===== src/rtl/core/stvt_pkg.sv =====
`default_nettype none
package stvt_pkg;
  localparam int unsigned Capacity = 64;
  localparam int unsigned IdxW = $clog2(Capacity);
  localparam int unsigned CntW = $clog2(Capacity + 1);

  localparam logic [1:0] CmdAdd = 2'd0;
  localparam logic [1:0] CmdRemove = 2'd1;
  localparam logic [1:0] CmdGet = 2'd2;
  localparam logic [1:0] CmdList = 2'd3;

  localparam logic [1:0] StOk = 2'd0;
  localparam logic [1:0] StNotFound = 2'd1;
  localparam logic [1:0] StFull = 2'd2;
  localparam logic [1:0] StEmpty = 2'd3;

  typedef struct packed {
    logic [1:0] cmd;
    logic [31:0] tag;
    logic [31:0] new_value;
  } stvt_in_t;

  typedef struct packed {
    logic [1:0] status;
    logic [31:0] out_tag;
    logic [31:0] out_value;
    logic last;
    logic [6:0] entry_count;
  } stvt_out_t;

  typedef enum logic [2:0] {
    StIdle, StSearch, StShiftUp, StShiftDown, StWrite, StList, StReply
  } stvt_state_e;

  // Controller to datapath.
  typedef struct packed {
    logic load;      // capture the command
    logic scan;      // read entry at scan index, advance
    logic shift_up;  // move entry idx-1 to idx, step down
    logic shift_down;// move entry idx to idx-1, step up
    logic write;     // write tag/value at pos
    logic write_val; // write value only at pos
    logic inc;
    logic dec;
    logic emit;
    logic emit_list;
  } stvt_ctl_t;

  // Datapath to controller.
  typedef struct packed {
    logic [1:0] cmd;
    logic scan_done;  // found position or reached count; set at once for list or empty table
    logic hit;
    logic full;
    logic empty;
    logic move_done;
    logic list_done;
  } stvt_sts_t;

  function automatic logic [31:0] order_key(input logic [31:0] t);
    return t ^ 32'h8080_8080;
  endfunction
endpackage
`default_nettype wire


===== src/rtl/core/stvt_ctrl.sv =====
`default_nettype none
module stvt_ctrl (
  input  wire logic               clk_i,
  input  wire logic               rst_ni,
  input  wire logic               start_i,
  input  wire stvt_pkg::stvt_sts_t sts_i,
  output stvt_pkg::stvt_ctl_t     ctl_o,
  output logic                    busy_o
);
  import stvt_pkg::*;

  stvt_state_e state_q, state_d;

  always_ff @(posedge clk_i or negedge rst_ni) begin
    if (!rst_ni) begin
      state_q <= StIdle;
    end else begin
      state_q <= state_d;
    end
  end

  always_comb begin
    state_d = state_q;
    case (state_q)
      StIdle: begin
        if (start_i) begin
          state_d = StSearch;
        end
      end
      StSearch: begin
        if (sts_i.scan_done) begin
          case (sts_i.cmd)
            CmdAdd: begin
              if (sts_i.hit) begin
                state_d = StWrite;
              end else if (sts_i.full) begin
                state_d = StReply;
              end else begin
                state_d = StShiftUp;
              end
            end
            CmdRemove: state_d = sts_i.hit ? StShiftDown : StReply;
            CmdGet:    state_d = StReply;
            default:   state_d = sts_i.empty ? StReply : StList;
          endcase
        end
      end
      StShiftUp:   if (sts_i.move_done) state_d = StWrite;
      StShiftDown: if (sts_i.move_done) state_d = StReply;
      StWrite:     state_d = StReply;
      StList:      if (sts_i.list_done) state_d = StIdle;
      StReply:     state_d = StIdle;
      default:     state_d = StIdle;
    endcase
  end

  always_comb begin
    ctl_o = '0;
    busy_o = (state_q != StIdle);
    case (state_q)
      StIdle:      ctl_o.load = start_i;
      StSearch:    ctl_o.scan = 1'b1;
      StShiftUp:   ctl_o.shift_up = 1'b1;
      StShiftDown: ctl_o.shift_down = 1'b1;
      StWrite: begin
        ctl_o.write = ~sts_i.hit;
        ctl_o.write_val = sts_i.hit;
        ctl_o.inc = ~sts_i.hit;
      end
      StList:      ctl_o.emit_list = 1'b1;
      StReply: begin
        ctl_o.emit = 1'b1;
        ctl_o.dec = (sts_i.cmd == CmdRemove) && sts_i.hit;
      end
      default:     ctl_o = '0;
    endcase
  end
endmodule
`default_nettype wire


===== config.mk =====
export PLATFORM = sky130hd
export DESIGN_NAME = stvt_ctrl
export DESIGN_NICKNAME = d
export VERILOG_FILES = /design/src/rtl/core/stvt_pkg.sv /design/src/rtl/core/stvt_ctrl.sv
export SDC_FILE = /design/constraint.sdc
export NUM_CORES = 1
export LEC_CHECK = 0
export BUFFER_PORTS_ARGS = -buffer_cell sky130_fd_sc_hd__buf_2
export CAP_MARGIN = 0
export CORE_AREA = 2 2 39 41
export DETAILED_ROUTE_END_ITERATION = 12
export DIE_AREA = 0 0 41 43
export GPL_TIMING_DRIVEN = 0
export PLACE_DENSITY = 0.61
export SLEW_MARGIN = 25
export SYNTH_ARGS = -nofsm -noshare
export SYNTH_HDL_FRONTEND = slang
export SYNTH_SLANG_ARGS = --single-unit

===== constraint.sdc =====
create_clock -name clk_i -period 1.02 [get_ports clk_i]
set_input_delay 0.051 -clock clk_i [delete_from_list [all_inputs] [get_ports clk_i]]
set_output_delay 0.051 -clock clk_i [all_outputs]
set_load 0.005 [all_outputs]

==> results of run 1 <==
area by class of cell:
type                       instances  area [sq um]  share of cell area
tap                               16          20.0              0.0275
buffer                             3          30.0              0.0413
clock buffer                       4          26.3              0.0361
multi-input combinational         37           372               0.511
timing repair buffer              30           180               0.248
inverter                           5          21.3              0.0293
sequential                         3          77.6               0.107
critical path: stages, from the launching register on:
cell and delay, ps:
dfrtp_1 390, buf_6 140, or3_4 330, nor2_2 70
buf_2 110
path summary, 6_finish.rpt:
check                           start    endpoint  slack (ps)
max reg2reg                state_q[0]  state_q[1]        -210
max in group asynchronous      rst_ni  state_q[2]         760
max                        state_q[0]    ctl_o[9]        -310
min in group asynchronous      rst_ni  state_q[0]         140
min reg2reg                state_q[1]  state_q[1]         730
min                          sts_i[5]  state_q[1]         110
routing by layer:
| metal | vias up | GRT usage | part of all wire |
|---|---|---|---|
| met4 | 0 | 0.0800 | 0.0089 |
| met5 | - | 0 | 0 |
| li1 | 242 | - | - |
| met1 | 222 | 0.170 | 0.39 |
| met2 | 14 | 0.228 | 0.56 |
| met3 | 2 | 0.0471 | 0.039 |
Yosys cell counts (2+ instances only):
master	count
buf_2	4
ha_1	4
inv_1	4
nand2_1	4
dfrtp_1	3
nand2b_1	3
nor2_1	3
nor3b_1	3
nor4_1	3
a21o_1	2
a21oi_1	2
cells by family after synthesis:
| family | Yosys count | synth area share |
|---|---|---|
| adders and majority gates | 4 | 0.129 |
| muxes | 2 | 0.0548 |
| DFF | 3 | 0.194 |
| and+or+nand+nor | 19 | 0.268 |
| AOI/OAI and AO/OA | 12 | 0.236 |
| buffers and inverters | 10 | 0.119 |
power by group through the flow:
stage                     sequential (mW)  combinational (mW)  clock, mW
after detailed placement            0.210               0.905          0
after floorplan                     0.205               0.672          0
after global routing                0.272                1.37      0.227
final                               0.265                1.27      0.210
after global placement              0.209               0.897          0
after CTS                           0.254                1.08      0.216
cells in the final DEF (no fill, tap or decap), types with 2 or more instances in the layout:
master / n
nand2_1: 3
dfrtp_2: 2
ha_1: 4
nand2b_4: 2
a21o_1: 2
buf_4: 6
buf_6: 4
nor3b_2: 3
clkbuf_4: 3
a21oi_1: 2
inv_1: 3
buf_2: 21
what timing repair did:
action                                 CTS  global route
gates resized for setup                 12             9
setup endpoints to repair               14            14
endpoints found under the hold margin    3             0
setup buffers                            6             2
pin swaps                                3             1
hold buffers                             1             0
stage by stage:
step / utilization / worst slack, ps / setup TNS, ps / hold WS [ps]
after floorplan: - / -35.7 / -40.5 / -245
after global placement: 0.401 / -135 / -689 / -155
after detailed placement: 0.401 / -142 / -786 / -153
after CTS: 0.483 / -308 / -2790 / 107
after global routing: 0.525 / -359 / -3710 / 112
final: 0.525 / -307 / -3090 / 109
==> tab_implementation.tex, run 1 <==
\begin{tabular}{lr}
\hline
Metric & Value \\
\hline
\multicolumn{2}{l}{\textbf{Synthesis}} \\
\quad Cell type with the largest total area after synthesis & dfrtp\_1 \\
\quad Syn avg cell area & 7.76 sq um \\
\quad Most used DFF post-synth & dfrtp\_1 \\
\quad Top cells by area in the synthesized netlist & dfrtp\_1 19\%, ha\_1 13\%, nor3b\_1 5.8\% \\
\quad Share of synthesized flip-flops with an asynchronous set or reset & 1.00 \\
\quad Count of synthesis-stage warnings from yosys & 0 \\
\quad Count of unique library cells instantiated by Yosys & 26 \\
\quad Count of flip-flops with a built-in enable after synthesis & 0 \\
\quad Area share of the leading cell type in the synthesized netlist & 0.194 \\
\quad Synthesized instance count & 50 \\
\quad FF+latch count, synth & 3 \\
\quad Sequential area share after synthesis & 0.194 \\
\quad Cell area after synthesis & roughly 390 sq um \\
\quad Synthesized netlist net count & 65 \\
\multicolumn{2}{l}{\textbf{Timing}} \\
\quad Unrepaired setup endpoints after global routing & yes \\
\quad Post-route clock period utilization & 1.30 \\
\quad FMAX & around 750 MHz \\
\quad Final setup violation count & 14 \\
\quad Fin crit period & between 1000 and 1500 ps \\
\quad Total count of max-transition violations in the final report & 0 \\
\quad Worst slew pin tran & 245 ps \\
\quad Relative slew slack & 0.836 \\
\quad Final setup skew & just under 1 ps \\
\quad Final number of hold-violating endpoints & 0 \\
\quad Final worst-path setup slack & -307 ps \\
\multicolumn{2}{l}{\textbf{Worst setup path}} \\
\quad Worst endpoint required time & about 970 ps \\
\quad Count of cells along the worst register-to-register path & 6 \\
\quad Category of the critical setup timing path & flop to primary output \\
\quad Highest fanout seen on the critical path & 6 \\
\quad Kind of end point of the critical path & primary output \\
\quad Worst setup SP type & flop \\
\quad Arr. time, crit path & about 1300 ps \\
\multicolumn{2}{l}{\textbf{Global route}} \\
\quad Via count of the first global-routing pass & around 440 \\
\quad Global router's overall resource usage & 0.148 \\
\quad Global-route wire length before repair & 1730 um \\
\quad Pin count of the biggest net entering global routing & 11 \\
\quad Remaining global-route overflow & 0 \\
\quad Antenna violations before repair & 0 \\
\multicolumn{2}{l}{\textbf{Clock network}} \\
\quad Clock root buffer & clkbuf\_4 \\
\quad TritonCTS clock tree & built \\
\quad Number of buffers inserted during clock tree synthesis & 3 \\
\quad \# clock sinks & 3 \\
\quad Number of H-tree levels & 1 \\
\quad Maximum root-to-sink buffer count & 2 \\
\quad Clk slew on worst S/H paths & 40 ps \\
\quad Insertion delay of the later-clocked pin in the worst-skew pair & around 230 ps \\
\multicolumn{2}{l}{\textbf{Power}} \\
\quad Internal power & about 1 mW \\
\quad Part of the power in the clock network & 0.121 \\
\quad Switching portion of total power & 0.413 \\
\quad Leakage power & $\sim$0.38 nW \\
\quad Combinational cell fraction of total power & 0.727 \\
\quad Cell Pwr Density & roughly 2400 mW/mm\^{}2 \\
\quad Worst IR drop on VDD & slightly above 0.0007 V \\
\quad Switching power & slightly above 700 uW \\
\quad Power share of the sequential group & 0.152 \\
\quad Power, Total & approximately 1.7 mW \\
\multicolumn{2}{l}{\textbf{Final layout}} \\
\quad Count of non-filler cells in the finished layout & 98 \\
\quad Registers with the most flip-flops & state\_q (3) \\
\quad Total non-filler cell area in the finished layout & 727 sq um \\
\quad Final \#Nets & between 90 and 100 \\
\quad Diode insertion count for antenna repair & 0 \\
\quad Fraction of final layout cells with drive strength greater than 1 & 0.671 \\
\quad Flip-flop count of the largest register, all copies and words added & 3 \\
\quad Area growth, synth to finish & 87.4\% \\
\quad Count of filler cells inserted in the layout & between 100 and 150 \\
\quad Top reg by flops & state\_q \\
\multicolumn{2}{l}{\textbf{Floorplanning}} \\
\quad Die Ht & 43 um \\
\quad Total Die Area & roughly 0.0018 sq mm \\
\quad Overall die width & slightly above 40 um \\
\quad Effective utilization at floorplan & 0.280 \\
\quad Num ports & 22 \\
\quad Count of standard-cell rows & 14 \\
\quad Core region area & about 0.0014 sq mm \\
\multicolumn{2}{l}{\textbf{Routing}} \\
\quad Number of DRC markers in iteration 0 & 2 \\
\quad Post-route DRC & 0 \\
\quad Per-cell routed wire length & 11.5 um \\
\quad Number of antenna-violating nets in the routed design & 0 \\
\quad Number of detailed-route iterations in the first pass & 4 \\
\quad Via/cell ratio & about 4.9 \\
\quad Via count & 480 \\
\quad Total Routed Length & $\sim$1100 um \\
\multicolumn{2}{l}{\textbf{Place}} \\
\quad GP Congestion & about 0.67 \\
\quad HPWL after detailed placement & about 760 um \\
\quad Cell area reported after detailed placement & approximately 550 sq um \\
\quad Number of input and output port buffers inserted & 21 \\
\quad Cell count after placement & between 80 and 90 \\
\multicolumn{2}{l}{\textbf{Worst hold path}} \\
\quad Depth of the worst hold-timing path & 3 \\
\quad Type of the worst min-delay path & input pin to flop \\
\multicolumn{2}{l}{\textbf{Run}} \\
\quad Maximum capacitance violations & 0 \\
\multicolumn{2}{l}{\textbf{Run status}} \\
\quad Failing checks & setup timing \\
\quad Run status & finished, violations left \\
\hline
\end{tabular}
Power figures use the tool's default switching activity.
==> run 2, diff against run 1 <==
--- a/config.mk
+++ b/config.mk
@@ -11,7 +11,7 @@
 export DETAILED_ROUTE_END_ITERATION = 12
 export DIE_AREA = 0 0 41 43
 export GPL_TIMING_DRIVEN = 0
-export PLACE_DENSITY = 0.61
+export PLACE_DENSITY = 0.65
 export SLEW_MARGIN = 25
 export SYNTH_ARGS = -nofsm -noshare
 export SYNTH_HDL_FRONTEND = slang
==> tab_implementation.tex, run 2 (same netlist as run 1, synthesis figures left out) <==
\begin{tabular}{lr}
\hline
Metric & Value \\
\hline
\multicolumn{2}{l}{\textbf{Run status}} \\
\quad Run status & finished, violations left \\
\quad Failing checks & setup timing \\
\multicolumn{2}{l}{\textbf{Routing}} \\
\quad Detailed-route wire length on metal 1 & 550 um (+25\%) \\
\quad Total Routed Length & 1420 um (+26\%) \\
\quad Number of detailed-route iterations in the first pass & 4 (unchanged) \\
\quad Post-route DRC & 0 (unchanged) \\
\quad Met2 routed wirelength & 798 um (+27\%) \\
\quad Number of antenna-violating nets in the routed design & 0 (unchanged) \\
\quad Via count & 511 (+6.5\%) \\
\quad Routed wire length on met3 & 55 um (+25\%) \\
\quad Via/cell ratio & 5.06 (+3.3\%) \\
\quad Per-cell routed wire length & 14.0 um (+22\%) \\
\quad Top metal layer carrying routed signals & met4 \\
\quad Number of DRC markers in iteration 0 & 10 (+8) \\
\multicolumn{2}{l}{\textbf{Worst hold path}} \\
\quad Sink of the worst hold path & state\_q[1] \\
\quad Type of the worst min-delay path & input pin to flop \\
\quad Hold path startpoint & sts\_i[5] \\
\quad Depth of the worst hold-timing path & 3 (unchanged) \\
\multicolumn{2}{l}{\textbf{Worst setup path}} \\
\quad Highest fanout seen on the critical path & 4 (-2) \\
\quad Kind of end point of the critical path & primary output \\
\quad Startpoint of the lowest-slack register-to-register path & state\_q[2] \\
\quad Capture instance of the worst register-to-register path & state\_q[1] \\
\quad Arr. time, crit path & 1310 ps (+30 ps) \\
\quad Worst endpoint required time & 970 ps (about the same) \\
\quad Count of cells along the worst register-to-register path & 4 (-2) \\
\quad Reg-to-reg slack, setup & -150 ps (+60 ps) \\
\quad Worst setup SP type & flop \\
\quad Category of the critical setup timing path & flop to primary output \\
\multicolumn{2}{l}{\textbf{Timing}} \\
\quad Fin crit period & 1360 ps (+29.3 ps) \\
\quad Accumulated negative setup slack & -3070 ps (+14.0 ps) \\
\quad Final worst-path setup slack & -337 ps (-29.3 ps) \\
\quad Total count of max-transition violations in the final report & 0 (unchanged) \\
\quad Post-route clock period utilization & 1.33 (+0.0287) \\
\quad FMAX & 737 MHz (-2.2\%) \\
\quad Relative slew slack & 0.838 (+0.00254) \\
\quad Final number of hold-violating endpoints & 0 (unchanged) \\
\quad Unrepaired setup endpoints after global routing & yes \\
\quad Final setup violation count & 14 (unchanged) \\
\quad Min Hold Slack & 90.6 ps (-18.7 ps) \\
\quad Worst slew pin tran & 241 ps (-4.40 ps) \\
\quad Final setup skew & 7.78 ps (+6.81 ps) \\
\multicolumn{2}{l}{\textbf{Power}} \\
\quad Worst IR drop on VDD & 0.00103 V (+45\%) \\
\quad Cell Pwr Density & 2500 mW/mm\^{}2 (+4.4\%) \\
\quad Leakage power & 0.386 nW (+1.9\%) \\
\quad Power, Total & 1.94 mW (+11\%) \\
\multicolumn{2}{l}{\textbf{Final layout}} \\
\quad Count of non-filler cells in the finished layout & 101 (+3.1\%) \\
\quad Diode insertion count for antenna repair & 0 (unchanged) \\
\quad Most common cell after layout, fill and taps aside & buf\_2 \\
\quad Final \#Nets & 101 (+3.1\%) \\
\quad Fraction of final layout cells with drive strength greater than 1 & 0.718 (+0.0469) \\
\quad Commonest non-fill, non-tap cells in the layout & 19 x buf\_2, 10 x buf\_4, 5 x buf\_6 \\
\quad Flip-flop count of the largest register, all copies and words added & 3 (unchanged) \\
\quad Top reg by flops & state\_q \\
\quad Registers with the most flip-flops & state\_q (3) \\
\quad Area growth, synth to finish & 99.7\% \\
\quad Utilization of the core after routing & 0.560 (+0.0344) \\
\multicolumn{2}{l}{\textbf{Floorplanning}} \\
\quad Count of standard-cell rows & 14 (unchanged) \\
\quad Overall die width & 41 um (unchanged) \\
\quad Num ports & 22 (unchanged) \\
\quad Core region area & 0.00138 sq mm (unchanged) \\
\quad Effective utilization at floorplan & 0.280 (unchanged) \\
\quad Die Ht & 43 um (unchanged) \\
\quad Total Die Area & 0.00176 sq mm (unchanged) \\
\multicolumn{2}{l}{\textbf{Run}} \\
\quad Maximum capacitance violations & 0 (unchanged) \\
\multicolumn{2}{l}{\textbf{Global route}} \\
\quad Via count of the first global-routing pass & 483 (+9.5\%) \\
\quad Remaining global-route overflow & 0 (unchanged) \\
\quad Global router's overall resource usage & 0.171 (+0.0229) \\
\quad Antenna violations before repair & 0 (unchanged) \\
\quad Global-route wire length before repair & 2030 um (+18\%) \\
\quad Pin count of the biggest net entering global routing & 8 (-3) \\
\multicolumn{2}{l}{\textbf{Clock network}} \\
\quad TritonCTS clock tree & built \\
\quad Number of buffers inserted during clock tree synthesis & 3 (unchanged) \\
\quad Insertion delay of the later-clocked pin in the worst-skew pair & 240 ps (about the same) \\
\quad Clock root buffer & clkbuf\_4 \\
\quad \# clock sinks & 3 (unchanged) \\
\quad Maximum root-to-sink buffer count & 2 (unchanged) \\
\quad Number of H-tree levels & 1 (unchanged) \\
\quad Clk slew on worst S/H paths & 40 ps (about the same) \\
\multicolumn{2}{l}{\textbf{Place}} \\
\quad Number of input and output port buffers inserted & 21 (unchanged) \\
\quad Cell count after placement & 87 (unchanged) \\
\quad HPWL after detailed placement & 724 um (-4.8\%) \\
\quad GP Congestion & 0.709 (+5.8\%) \\
\hline
\end{tabular}
[run 2: cell types whose count changed in the layout (fill, tap and decap cells not counted), sizes merged]
cell	before	now
buf	31	35
clkbuf	5	4
[run 2: worst max-delay path by stage]
stage,startpoint,end,slack [ps],cells past startpoint
floorplan,state_q[0],ctl_o[9],-40,3
global placement,state_q[0],ctl_o[9],-140,4
detailed placement,sts_i[6],state_q[2],-160,6
CTS,state_q[0],ctl_o[9],-320,4
global route,state_q[1],ctl_o[5],-380,4
finish,state_q[1],ctl_o[5],-340,4
[run 2: what timing repair did]
| item | in CTS | in global routing |
|---|---|---|
| gates resized for setup | 10 | 13 |
| cloned | 0 | 0 |
| endpoints found under the hold margin | 3 | 0 |
| pin swaps | 6 | 2 |
| hold buffers | 1 | 0 |
| endpoints found under the setup margin | 14 | 14 |
| setup buffers | 9 | 2 |
[run 2: stage by stage]
step           cell area, sq um  setup slack (ps)
2_1_floorplan               429             -35.7
3_3_place_gp                554              -145
3_5_place_dp                554              -157
4_1_cts                     699              -320
5_1_grt                     774              -384
6_report                    774              -337
[run 2: layout make-up]
cell class	instances	area [sq um]
Buffer	3	30.0
Inverter	5	21.3
Multi-Input combinational cell	37	373
Tap cell	16	20.0
Timing Repair Buffer	33	226
Sequential cell	3	77.6
Clock buffer	4	26.3
Fill cell	126	609
[run 2: per-layer routing]
metal  global-route usage  up-vias
li1                     -      249
met1                0.183      245
met2                0.297       15
met3               0.0314        2
met4               0.0800        0
met5                    0        -
[run 2: report_power, final]
group          internal (mW)  switching [mW]
clock network          0.148          0.0778
registers              0.184          0.0926
logic                  0.794           0.641
total                   1.13           0.811
[run 2: worst max-delay path: stages (launching register included)]
cell	delay, ps
dfrtp_2	420
buf_6	140
nor4_4	260
buf_4	150
buf_6	80
